## config.mk

```make
export PLATFORM = sky130hd
export DESIGN_NAME = vector_statistics_top
export DESIGN_NICKNAME = d
export VERILOG_FILES = /design/src/hw/rtl/vstat_pkg.sv /design/src/hw/rtl/vector_statistics_top.sv /design/src/hw/rtl/vstat_store.sv /design/src/hw/rtl/vstat_divider.sv /design/src/hw/rtl/vstat_select.sv
export SDC_FILE = /design/constraint.sdc
export NUM_CORES = 2
export LEC_CHECK = 0
export BUFFER_PORTS_ARGS = -buffer_cell sky130_fd_sc_hd__buf_2
export CAP_MARGIN = 5
export CORE_MARGIN = 1
export CORE_UTILIZATION = 65
export CTS_BUF_LIST = sky130_fd_sc_hd__clkbuf_2
export DETAILED_ROUTE_END_ITERATION = 8
export PLACE_DENSITY_LB_ADDON = 0.08
export RECOVER_POWER = 50
export SYNTH_ARGS = -nofsm -noshare
export SYNTH_HDL_FRONTEND = slang
export SYNTH_HIERARCHICAL = 1
export SYNTH_SLANG_ARGS = --single-unit
```

## constraint.sdc

```tcl
create_clock -name clock -period 8.2 [get_ports clock]
set_clock_uncertainty 0.05 [all_clocks]
set_input_delay 0.82 -clock clock [delete_from_list [all_inputs] [get_ports clock]]
set_output_delay 0.82 -clock clock [all_outputs]
set_load 0.02 [all_outputs]
```

## src/hw/rtl/vstat_pkg.sv

```systemverilog
package vstat_pkg;

   localparam int SAMPLE_W = 32;
   localparam int MEAN_W   = 40;
   localparam int COUNT_W  = 7;

   typedef enum logic [2:0] {
      T_LOAD  = 3'b001,
      T_START = 3'b010,
      T_WAIT  = 3'b100
   } top_state_type;

   typedef enum logic [4:0] {
      S_IDLE  = 5'b00001,
      S_CAND  = 5'b00010,
      S_GRAB  = 5'b00100,
      S_SCAN  = 5'b01000,
      S_JUDGE = 5'b10000
   } sel_state_type;

   typedef struct packed {
      logic busy;
      logic done;
   } unit_status_type;

endpackage

```

## src/hw/rtl/vector_statistics_top.sv

```systemverilog
// vector statistics: max, min, count, mean and upper median of a set of samples
//
// req channel: one signed sample per transaction, req_last closes the set.
// while a set is loading, one sample is taken every cycle and written to the
// sample store; running max, min and sum are updated on the fly. samples past
// MAX_ITEMS are dropped and raise rsp_overflowed.
// after the closing transaction req_stall stays high while the mean divider
// and the median search run side by side:
//   divider: restoring division, one quotient bit a cycle
//   median:  one compare per cycle through the single read port of the
//            sample store
// when both are done, the result goes out as one rsp transaction.
// rsp fields sit in an output register; the next set may load while a result
// is still stalled, and a finished set waits in place until that register frees.
// reset (synchronous, active high) empties the set and drops any pending rsp;
// the sample store is not cleared, only entries of the current set are read.
module vector_statistics_top #(
   parameter int MAX_ITEMS = 64,
   parameter int FRAC_BITS = 8
) (
   input  logic                                  clock,
   input  logic                                  reset,
   input  logic                                  req_valid,
   output logic                                  req_stall,
   input  logic signed [vstat_pkg::SAMPLE_W-1:0] req_sample_value,
   input  logic                                  req_last,
   output logic                                  rsp_valid,
   input  logic                                  rsp_stall,
   output logic signed [vstat_pkg::SAMPLE_W-1:0] rsp_maximum,
   output logic signed [vstat_pkg::SAMPLE_W-1:0] rsp_minimum,
   output logic signed [vstat_pkg::MEAN_W-1:0]   rsp_mean_fixed,
   output logic signed [vstat_pkg::SAMPLE_W-1:0] rsp_median,
   output logic [vstat_pkg::COUNT_W-1:0]         rsp_sample_count,
   output logic                                  rsp_overflowed
);
   import vstat_pkg::*;

   localparam int CNT_W    = $clog2(MAX_ITEMS + 1);
   localparam int ADDR_W   = (MAX_ITEMS > 1) ? $clog2(MAX_ITEMS) : 1;
   localparam int SUM_W    = SAMPLE_W + $clog2(MAX_ITEMS);
   localparam int SCALED_W = SUM_W + FRAC_BITS;

   top_state_type              state_ff, state_in;
   logic [CNT_W-1:0]           kept_ff, kept_in;
   logic signed [SAMPLE_W-1:0] max_ff, max_in;
   logic signed [SAMPLE_W-1:0] min_ff, min_in;
   logic signed [SUM_W-1:0]    sum_ff, sum_in;
   logic                       drop_ff, drop_in;

   logic                       rsp_valid_ff, rsp_valid_in;
   logic signed [SAMPLE_W-1:0] rsp_max_ff, rsp_max_in;
   logic signed [SAMPLE_W-1:0] rsp_min_ff, rsp_min_in;
   logic signed [MEAN_W-1:0]   rsp_mean_ff, rsp_mean_in;
   logic signed [SAMPLE_W-1:0] rsp_median_ff, rsp_median_in;
   logic [COUNT_W-1:0]         rsp_count_ff, rsp_count_in;
   logic                       rsp_drop_ff, rsp_drop_in;

   logic                       accept;
   logic                       room;
   logic                       wr_en;
   logic                       unit_start;
   logic                       out_free;
   logic                       results_ready;
   logic [ADDR_W-1:0]          rd_addr;
   logic [SAMPLE_W-1:0]        rd_data;
   unit_status_type            div_status;
   unit_status_type            sel_status;
   logic signed [SCALED_W-1:0] quotient;
   logic signed [SAMPLE_W-1:0] median;
   logic [CNT_W+COUNT_W-1:0]   count_ext;
   logic [SCALED_W+MEAN_W-1:0] mean_ext;

   assign req_stall     = (state_ff != T_LOAD);
   assign accept        = req_valid && !req_stall;
   assign room          = kept_ff < CNT_W'(MAX_ITEMS);
   assign wr_en         = accept && room;
   assign unit_start    = (state_ff == T_START);
   assign out_free      = !rsp_valid_ff || !rsp_stall;
   assign results_ready = (state_ff == T_WAIT)
                          && div_status.done && !div_status.busy
                          && sel_status.done && !sel_status.busy;
   assign count_ext     = {{COUNT_W{1'b0}}, kept_ff};
   assign mean_ext      = {{MEAN_W{quotient[SCALED_W-1]}}, quotient};

   vstat_store #(
      .DEPTH  (MAX_ITEMS),
      .ADDR_W (ADDR_W)
   ) u_store (
      .clock   (clock),
      .wr_en   (wr_en),
      .wr_addr (kept_ff[ADDR_W-1:0]),
      .wr_data (req_sample_value),
      .rd_addr (rd_addr),
      .rd_data (rd_data)
   );

   vstat_divider #(
      .SUM_W     (SUM_W),
      .CNT_W     (CNT_W),
      .FRAC_BITS (FRAC_BITS)
   ) u_divider (
      .clock    (clock),
      .reset    (reset),
      .start    (unit_start),
      .dividend (sum_ff),
      .divisor  (kept_ff),
      .status   (div_status),
      .quotient (quotient)
   );

   vstat_select #(
      .CNT_W  (CNT_W),
      .ADDR_W (ADDR_W)
   ) u_select (
      .clock   (clock),
      .reset   (reset),
      .start   (unit_start),
      .count   (kept_ff),
      .rd_addr (rd_addr),
      .rd_data (rd_data),
      .status  (sel_status),
      .median  (median)
   );

   always_comb begin
      state_in      = state_ff;
      kept_in       = kept_ff;
      max_in        = max_ff;
      min_in        = min_ff;
      sum_in        = sum_ff;
      drop_in       = drop_ff;
      rsp_valid_in  = rsp_valid_ff;
      rsp_max_in    = rsp_max_ff;
      rsp_min_in    = rsp_min_ff;
      rsp_mean_in   = rsp_mean_ff;
      rsp_median_in = rsp_median_ff;
      rsp_count_in  = rsp_count_ff;
      rsp_drop_in   = rsp_drop_ff;

      if (rsp_valid_ff && !rsp_stall) begin
         rsp_valid_in = 1'b0;
      end

      case (state_ff)
         T_LOAD: begin
            if (accept) begin
               if (room) begin
                  kept_in = kept_ff + CNT_W'(1);
                  sum_in  = sum_ff + SUM_W'(req_sample_value);
                  if (kept_ff == '0) begin
                     max_in = req_sample_value;
                     min_in = req_sample_value;
                  end else begin
                     if (req_sample_value > max_ff) begin
                        max_in = req_sample_value;
                     end
                     if (req_sample_value < min_ff) begin
                        min_in = req_sample_value;
                     end
                  end
               end else begin
                  drop_in = 1'b1;
               end
               if (req_last) begin
                  state_in = T_START;
               end
            end
         end
         T_START: begin
            state_in = T_WAIT;
         end
         T_WAIT: begin
            if (results_ready && out_free) begin
               rsp_valid_in  = 1'b1;
               rsp_max_in    = max_ff;
               rsp_min_in    = min_ff;
               rsp_mean_in   = mean_ext[MEAN_W-1:0];
               rsp_median_in = median;
               rsp_count_in  = count_ext[COUNT_W-1:0];
               rsp_drop_in   = drop_ff;
               kept_in       = '0;
               max_in        = '0;
               min_in        = '0;
               sum_in        = '0;
               drop_in       = 1'b0;
               state_in      = T_LOAD;
            end
         end
         default: begin
            state_in = T_LOAD;
         end
      endcase
   end

   always_ff @(posedge clock) begin
      if (reset) begin
         state_ff     <= T_LOAD;
         kept_ff      <= '0;
         max_ff       <= '0;
         min_ff       <= '0;
         sum_ff       <= '0;
         drop_ff      <= 1'b0;
         rsp_valid_ff <= 1'b0;
      end else begin
         state_ff     <= state_in;
         kept_ff      <= kept_in;
         max_ff       <= max_in;
         min_ff       <= min_in;
         sum_ff       <= sum_in;
         drop_ff      <= drop_in;
         rsp_valid_ff <= rsp_valid_in;
      end
      rsp_max_ff    <= rsp_max_in;
      rsp_min_ff    <= rsp_min_in;
      rsp_mean_ff   <= rsp_mean_in;
      rsp_median_ff <= rsp_median_in;
      rsp_count_ff  <= rsp_count_in;
      rsp_drop_ff   <= rsp_drop_in;
   end

   assign rsp_valid        = rsp_valid_ff;
   assign rsp_maximum      = rsp_max_ff;
   assign rsp_minimum      = rsp_min_ff;
   assign rsp_mean_fixed   = rsp_mean_ff;
   assign rsp_median       = rsp_median_ff;
   assign rsp_sample_count = rsp_count_ff;
   assign rsp_overflowed   = rsp_drop_ff;

endmodule

```

## src/hw/rtl/vstat_store.sv

```systemverilog
module vstat_store #(
   parameter int DEPTH  = 64,
   parameter int ADDR_W = 6
) (
   input  logic                           clock,
   input  logic                           wr_en,
   input  logic [ADDR_W-1:0]              wr_addr,
   input  logic [vstat_pkg::SAMPLE_W-1:0] wr_data,
   input  logic [ADDR_W-1:0]              rd_addr,
   output logic [vstat_pkg::SAMPLE_W-1:0] rd_data
);
   import vstat_pkg::*;

   logic [SAMPLE_W-1:0] mem_ff [DEPTH];
   logic [SAMPLE_W-1:0] rd_data_ff;

   always_ff @(posedge clock) begin
      if (wr_en) begin
         mem_ff[wr_addr] <= wr_data;
      end
   end

   always_ff @(posedge clock) begin
      rd_data_ff <= mem_ff[rd_addr];
   end

   assign rd_data = rd_data_ff;

endmodule

```

## src/hw/rtl/vstat_divider.sv

```systemverilog
module vstat_divider #(
   parameter int SUM_W     = 38,
   parameter int CNT_W     = 7,
   parameter int FRAC_BITS = 8
) (
   input  logic                              clock,
   input  logic                              reset,
   input  logic                              start,
   input  logic signed [SUM_W-1:0]           dividend,
   input  logic [CNT_W-1:0]                  divisor,
   output vstat_pkg::unit_status_type        status,
   output logic signed [SUM_W+FRAC_BITS-1:0] quotient
);
   import vstat_pkg::*;

   localparam int SCALED_W = SUM_W + FRAC_BITS;
   localparam int STEP_W   = $clog2(SCALED_W + 1);

   logic [SCALED_W-1:0] dvd_ff, dvd_in;
   logic [CNT_W:0]      rem_ff, rem_in;
   logic [CNT_W-1:0]    den_ff, den_in;
   logic                sign_ff, sign_in;
   logic [STEP_W-1:0]   step_ff, step_in;
   logic                busy_ff, busy_in;
   logic                done_ff, done_in;

   logic [SUM_W-1:0]    sum_mag;
   logic [CNT_W:0]      shifted;
   logic                fits;

   // magnitude of the sum; the most negative value maps to its unsigned magnitude
   assign sum_mag = dividend[SUM_W-1] ? (~dividend + SUM_W'(1)) : dividend;
   assign shifted = {rem_ff[CNT_W-1:0], dvd_ff[SCALED_W-1]};
   assign fits    = shifted >= {1'b0, den_ff};

   always_comb begin
      dvd_in  = dvd_ff;
      rem_in  = rem_ff;
      den_in  = den_ff;
      sign_in = sign_ff;
      step_in = step_ff;
      busy_in = busy_ff;
      done_in = done_ff;
      if (start) begin
         dvd_in  = SCALED_W'(sum_mag) << FRAC_BITS;
         rem_in  = '0;
         den_in  = divisor;
         sign_in = dividend[SUM_W-1];
         step_in = STEP_W'(SCALED_W);
         busy_in = 1'b1;
         done_in = 1'b0;
      end else if (busy_ff) begin
         // one restoring step per cycle, quotient bits shift in at the bottom
         rem_in  = fits ? (shifted - {1'b0, den_ff}) : shifted;
         dvd_in  = {dvd_ff[SCALED_W-2:0], fits};
         step_in = step_ff - STEP_W'(1);
         if (step_ff == STEP_W'(1)) begin
            busy_in = 1'b0;
            done_in = 1'b1;
         end
      end
   end

   always_ff @(posedge clock) begin
      if (reset) begin
         busy_ff <= 1'b0;
         done_ff <= 1'b0;
         step_ff <= '0;
      end else begin
         busy_ff <= busy_in;
         done_ff <= done_in;
         step_ff <= step_in;
      end
      dvd_ff  <= dvd_in;
      rem_ff  <= rem_in;
      den_ff  <= den_in;
      sign_ff <= sign_in;
   end

   assign quotient    = sign_ff ? (~dvd_ff + SCALED_W'(1)) : dvd_ff;
   assign status.busy = busy_ff;
   assign status.done = done_ff;

endmodule

```

## src/hw/rtl/vstat_select.sv

```systemverilog
module vstat_select #(
   parameter int CNT_W  = 7,
   parameter int ADDR_W = 6
) (
   input  logic                                  clock,
   input  logic                                  reset,
   input  logic                                  start,
   input  logic [CNT_W-1:0]                      count,
   output logic [ADDR_W-1:0]                     rd_addr,
   input  logic [vstat_pkg::SAMPLE_W-1:0]        rd_data,
   output vstat_pkg::unit_status_type            status,
   output logic signed [vstat_pkg::SAMPLE_W-1:0] median
);
   import vstat_pkg::*;

   sel_state_type              state_ff, state_in;
   logic [CNT_W-1:0]           n_ff, n_in;
   logic [CNT_W-1:0]           cand_idx_ff, cand_idx_in;
   logic [CNT_W-1:0]           scan_idx_ff, scan_idx_in;
   logic [CNT_W-1:0]           less_ff, less_in;
   logic [CNT_W-1:0]           equal_ff, equal_in;
   logic signed [SAMPLE_W-1:0] cand_ff, cand_in;
   logic signed [SAMPLE_W-1:0] median_ff, median_in;
   logic                       done_ff, done_in;

   logic signed [SAMPLE_W-1:0] element;
   logic [CNT_W-1:0]           rank;
   logic                       found;

   assign element = $signed(rd_data);
   assign rank    = n_ff >> 1;
   // candidate sits at the target rank when its run of equal values covers it
   assign found   = (less_ff <= rank) && (rank < (less_ff + equal_ff));

   always_comb begin
      state_in    = state_ff;
      n_in        = n_ff;
      cand_idx_in = cand_idx_ff;
      scan_idx_in = scan_idx_ff;
      less_in     = less_ff;
      equal_in    = equal_ff;
      cand_in     = cand_ff;
      median_in   = median_ff;
      done_in     = done_ff;
      rd_addr     = cand_idx_ff[ADDR_W-1:0];
      case (state_ff)
         S_IDLE: begin
            if (start) begin
               n_in        = count;
               cand_idx_in = '0;
               done_in     = 1'b0;
               state_in    = S_CAND;
            end
         end
         S_CAND: begin
            rd_addr  = cand_idx_ff[ADDR_W-1:0];
            state_in = S_GRAB;
         end
         S_GRAB: begin
            cand_in     = element;
            rd_addr     = '0;
            scan_idx_in = CNT_W'(1);
            less_in     = '0;
            equal_in    = '0;
            state_in    = S_SCAN;
         end
         S_SCAN: begin
            rd_addr     = scan_idx_ff[ADDR_W-1:0];
            scan_idx_in = scan_idx_ff + CNT_W'(1);
            if (element < cand_ff) begin
               less_in = less_ff + CNT_W'(1);
            end
            if (element == cand_ff) begin
               equal_in = equal_ff + CNT_W'(1);
            end
            if (scan_idx_ff == n_ff) begin
               state_in = S_JUDGE;
            end
         end
         S_JUDGE: begin
            if (found) begin
               median_in = cand_ff;
               done_in   = 1'b1;
               state_in  = S_IDLE;
            end else begin
               cand_idx_in = cand_idx_ff + CNT_W'(1);
               state_in    = S_CAND;
            end
         end
         default: begin
            state_in = S_IDLE;
         end
      endcase
   end

   always_ff @(posedge clock) begin
      if (reset) begin
         state_ff <= S_IDLE;
         done_ff  <= 1'b0;
      end else begin
         state_ff <= state_in;
         done_ff  <= done_in;
      end
      n_ff        <= n_in;
      cand_idx_ff <= cand_idx_in;
      scan_idx_ff <= scan_idx_in;
      less_ff     <= less_in;
      equal_ff    <= equal_in;
      cand_ff     <= cand_in;
      median_ff   <= median_in;
   end

   assign median      = median_ff;
   assign status.busy = (state_ff != S_IDLE);
   assign status.done = done_ff;

endmodule

```

-- After elaboration in Yosys (flattened, before gate mapping)
Memory sizes are Yosys's and may differ from the RTL's. A register that Yosys moved wholly into a read port is not among the register bits.
Cells that the tools add are included.
- $add $sub $neg: 11
- order comparisons: 7
- equality and inequality tests: 26
- multiplexer cells: 58
- bitwise gates (word level): 2
- reduce and logical (&&, ||, !) cells: 35
- operators by type and width (operator ; number):
    32-bit 2-to-1 mux ; 9
    38-bit 2-to-1 mux ; 4
    32-bit case mux with 2 select lines ; 2
    46-bit 2-to-1 mux ; 2
    38-bit case mux with 2 select lines ; 1
    7-bit case mux with 2 select lines ; 5
    32-bit < comparator ; 2
    7-bit 2-to-1 mux ; 8
    40-bit by 1-bit adder with 40-bit output (second input constant) ; 1
    40-bit 2-to-1 mux ; 1
    40-bit inverter ; 1
    38-bit by 2-bit adder with 38-bit output (second input constant) ; 1
    38-bit by 32-bit adder with 38-bit output ; 1
    38-bit inverter ; 1
    7-bit by 1-bit adder with 7-bit output (second input constant) ; 5
    32-bit == test ; 1
    32-bit greater-than comparator ; 1
    5-bit case mux with 5 select lines ; 1
    2-bit AND reduction ; 7
    1-bit 2-to-1 mux ; 13
    6-bit 2-to-1 mux ; 2
    2-bit != test (second input constant) ; 6
    6-bit case mux with 2 select lines ; 1
    5-bit 2-to-1 mux ; 2
    34 further kinds ; 61
- flip-flop bits (word level): 432
- RAM bits: 2048
- bits of input ports: 37
- output and inout port bits: 146
- word-level logic and storage cells: 171
- memories: 1
- memories (memory ; depth ; width ; read ports ; clocked after Yosys merged registers in ; write ports ; RTL line ; text):
    u_store.mem_ff ; 64 ; 32 ; 1 ; 1 ; 1 ; vstat_store.sv:14 ; logic [SAMPLE_W-1:0] mem_ff [DEPTH];

-- Depth between registers and ports, before layout
- word-level depth: 8
- mapped depth: 16
- mapped depth without buffers: 12

-- By module
The synthesis kept the hierarchy.
- by module, submodules not included (module ; instances ; cells an instance ; area an instance (um^2) ; sequential area each (um^2)):
    vstat_store ; 1 ; 3324 ; 78512.8 ; 62139.6
    vector_statistics_top ; 1 ; 1090 ; 12209.2 ; 6606.3
    vstat_select ; 1 ; 400 ; 5124.9 ; 3062.9
    vstat_divider ; 1 ; 527 ; 5011.1 ; 1841.8

-- Least setup slack after synthesis
OpenSTA, ideal clock, no wires.
- path type: flip-flop to flip-flop
- start point: register u_select.state_ff[4]
- end point: register rsp_max_ff[0], in the netlist rsp_maximum[0], enable pin
- library setup time: 0.496 ns
- arrival: 4.328 ns
- setup slack: 3.326 ns
- cell stages (with the launch flop): 9
- period minus slack after synthesis: 4.874 ns
- cell sequence: dfxtp_1 > clkbuf_1 > nor3_1 > and3b_1 > inv_1 > nand3b_1 > nor3b_1 > nand2_1 > inv_1
- RTL lines (element ; RTL line ; text):
    start: declaration ; vstat_select.sv:16 ; sel_state_type state_ff, state_in;
    start signal: assignment ; vstat_select.sv:101 ; state_ff <= state_in;
    end signal: assignment ; vector_statistics_top.sv:213 ; rsp_max_ff <= rsp_max_in;
    end: declaration ; vector_statistics_top.sv:51 ; logic signed [SAMPLE_W-1:0] rsp_max_ff, rsp_max_in;

-- Final worst setup path
- start point: register u_select.state_ff[1]
- end point: register u_store.rd_data_ff[6], in the netlist u_store/rd_data[6], read port of u_store.mem_ff
- longest elaborated chain between the ends: 2
- elaborated cells on any way between the ends: 3
- classes of those cells: 2 x eq/ne; 1 x mux
- ends and longest elaborated chain (element ; RTL line ; text):
    5-bit by 4-bit == test with 1-bit output or 5-bit by 3-bit == test with 1-bit output (tied branches) ; vstat_select.sv:46 ; case (state_ff)
    6-bit case mux with 2 select lines (*) ; vstat_select.sv:46 ;
    net rd_addr[0] ; vector_statistics_top.sv:64 ; logic [ADDR_W-1:0] rd_addr;
    end: declaration ; vstat_store.sv:15 ; logic [SAMPLE_W-1:0] rd_data_ff;
Mark *: on every way through the listed nets, which the timed path passes. The rest lies on a longest branch.
A chain may end at the register's enable or synchronous reset.

==> impl_metrics.tcl <==
set metrics [dict create \
    cts_max_level 6 \
    yosysWarningCount 6 \
    drv_cap 41 \
    layout-drive-gt1-share_pct 28.7 \
    final_cell_mix "edfxtp_1, clkbuf_2, mux4_2, nor2_1, dfxtp_1" \
    insertion_delay_ps 1890 \
    drv_slew 2375 \
    cts_root_buf "clkbuf_2" \
    multi_input_area_sq_um 25800 \
    grt_first_pass_wirelength_microns 375000 \
    worstPathArrival_ps 8040 \
    endpoint_kind "register" \
    drc 0 \
    cts_hold_buffers 58 \
    clk_path_buf_depth 4 \
    core_area_sq_um 154000 \
    place_congestion 0.875 \
    cp_max_fo 93 \
    fin_nets 6289 \
    die_y_microns 396 \
    viasPerCell 6.56 \
    rsz0062_at_grt "no" \
    crit_type "register to register" \
    antenna_left 0 \
    clk_pin_slew_ps 110 \
    syn_area_per_cell_sq_um 18.9 \
    grt_pass1_vias 55958 \
    cts-resized-gates 0 \
    grt_usage_pct 33.8 \
    tightestPinTransition_ps 3990 \
    final_hold_viol_count 0 \
    finalCriticalPeriod_ps 6370 \
    fillers 9757 \
    wirelength_microns 261000 \
    die_x_microns 396 \
    power_density_nw_per_um2 214 \
    cts_buffers 618 \
    io_buffer_count 182 \
    avgRoutedWirePerCell_microns 30.4 \
    synthesis.area_sq_um 101000 \
    grt_max_degree 94 \
    fin_crit_sh_pct 77.7 \
    finalSetupViolCount 0 \
    hpwl_microns 147000 \
    cts_num_sinks 2511 \
    start_util_pct 65.5 \
    mostFrequentLayoutCell "edfxtp_1" \
    synth_cells 5325 \
    antenna_found_initial 15 \
    fin_setup_tns_ps 0 \
    violations "max-capacitance violations, max-slew violations" \
    fmax_ghz 0.157 \
    outcome "finished, violations left" \
    via_count 56280 \
    utilization_pct 71.8 \
    area_delta_synth_final_pct 9.69 \
    start_kind "register" \
    overflow 0 \
    die-area_sq_um 157000 \
    relSlewSlack_pct -166 \
    worst_ep_required_time_ps 9870 \
    seqCellArea_sq_um 73700 \
    finalPower_mw 23.6 \
    power_leakage_nw 38.3 \
    rows 144 \
    io_pins 183 \
    synth.net_count 5531 \
    cts_setup_buffers 0 \
    min_path_type "register to register" \
    drt-initial-drc-count 6669 \
    vdd_ir_drop_max_mv 0.122 \
    dr.pass1.iters 5 \
    cts_tree "yes" \
]
[power by group]
group	leakage, nW	internal [mW]	switching (mW)
combinational	11.6	0.507	0.897
sequential	22.5	14.1	0.141
clock	4.17	3.17	4.81
[path summary, 6_finish.rpt]
| path | start | end | slack [ps] | depth (start not counted) |
|---|---|---|---|---|
| min reg2reg | u_select/median[26]$_DFFE_PP_ | rsp_median[26]$_DFFE_PP_ | 350 | 0 |
| max | u_select/state_ff[1]$_SDFFE_PP0P_ | u_store/rd_data[6]$_DFF_P_ | 1830 | 11 |
| min | u_select/median[26]$_DFFE_PP_ | rsp_median[26]$_DFFE_PP_ | 350 | 0 |
| max reg2reg | u_select/state_ff[1]$_SDFFE_PP0P_ | u_store/rd_data[6]$_DFF_P_ | 1830 | 11 |
[cell type report]
| cell class | instances | area share [%] |
|---|---|---|
| inverters | 142 | 0.484 |
| well taps | 2044 | 2.31 |
| flip-flops and latches | 2511 | 66.7 |
| multi-input cells | 2418 | 23.4 |
| clock buffers | 902 | 4.09 |
| clock inverters | 157 | 0.742 |
| repair buffers | 392 | 2.29 |
| diodes | 14 | 0.0317 |
[routing by layer]
layer | wire (microns) | share of wire (%) | vias up | track usage [%]
met5 | 34 | 0.013 | - | 0
met4 | 8270 | 3.2 | 4 | 12.7
met3 | 32600 | 12 | 446 | 9.09
met2 | 120000 | 46 | 3545 | 50.3
met1 | 100000 | 38 | 28802 | 48.9
li1 | - | - | 23483 | -
[flip-flops by register name (all words and copies together) (netlist names), 38 cells and up]
| signal | flops |
|---|---|
| rsp_mean_fixed | 40 |
| sum_ff | 38 |
| u_divider/dvd_ff | 46 |
| u_store/mem_ff | 2048 |
[worst max-delay path, cell delays in order, from the launching register on]
cell and delay (ps):
dfxtp_1 350, nor2_1 210, nand2_1 130, nor3_1 930
nand2_1 270, nand2_4 690, buf_12 560, buf_12 620
mux4_2 600, mux4_2 470, o22ai_1 1000, nor2_1 100
[stage by stage]
step	hold slack (ps)	instance area, sq um	std cells	worst slack (ps)
final	351	110000	8580	1830
after global routing	272	110000	8577	1410
after CTS	2.11	111000	8566	2150
after detailed placement	355	105000	7449	2170
after global placement	351	105000	7448	2180
after floorplan	350	101000	5325	3330
Note: power is estimated with default switching activity, not from simulation.
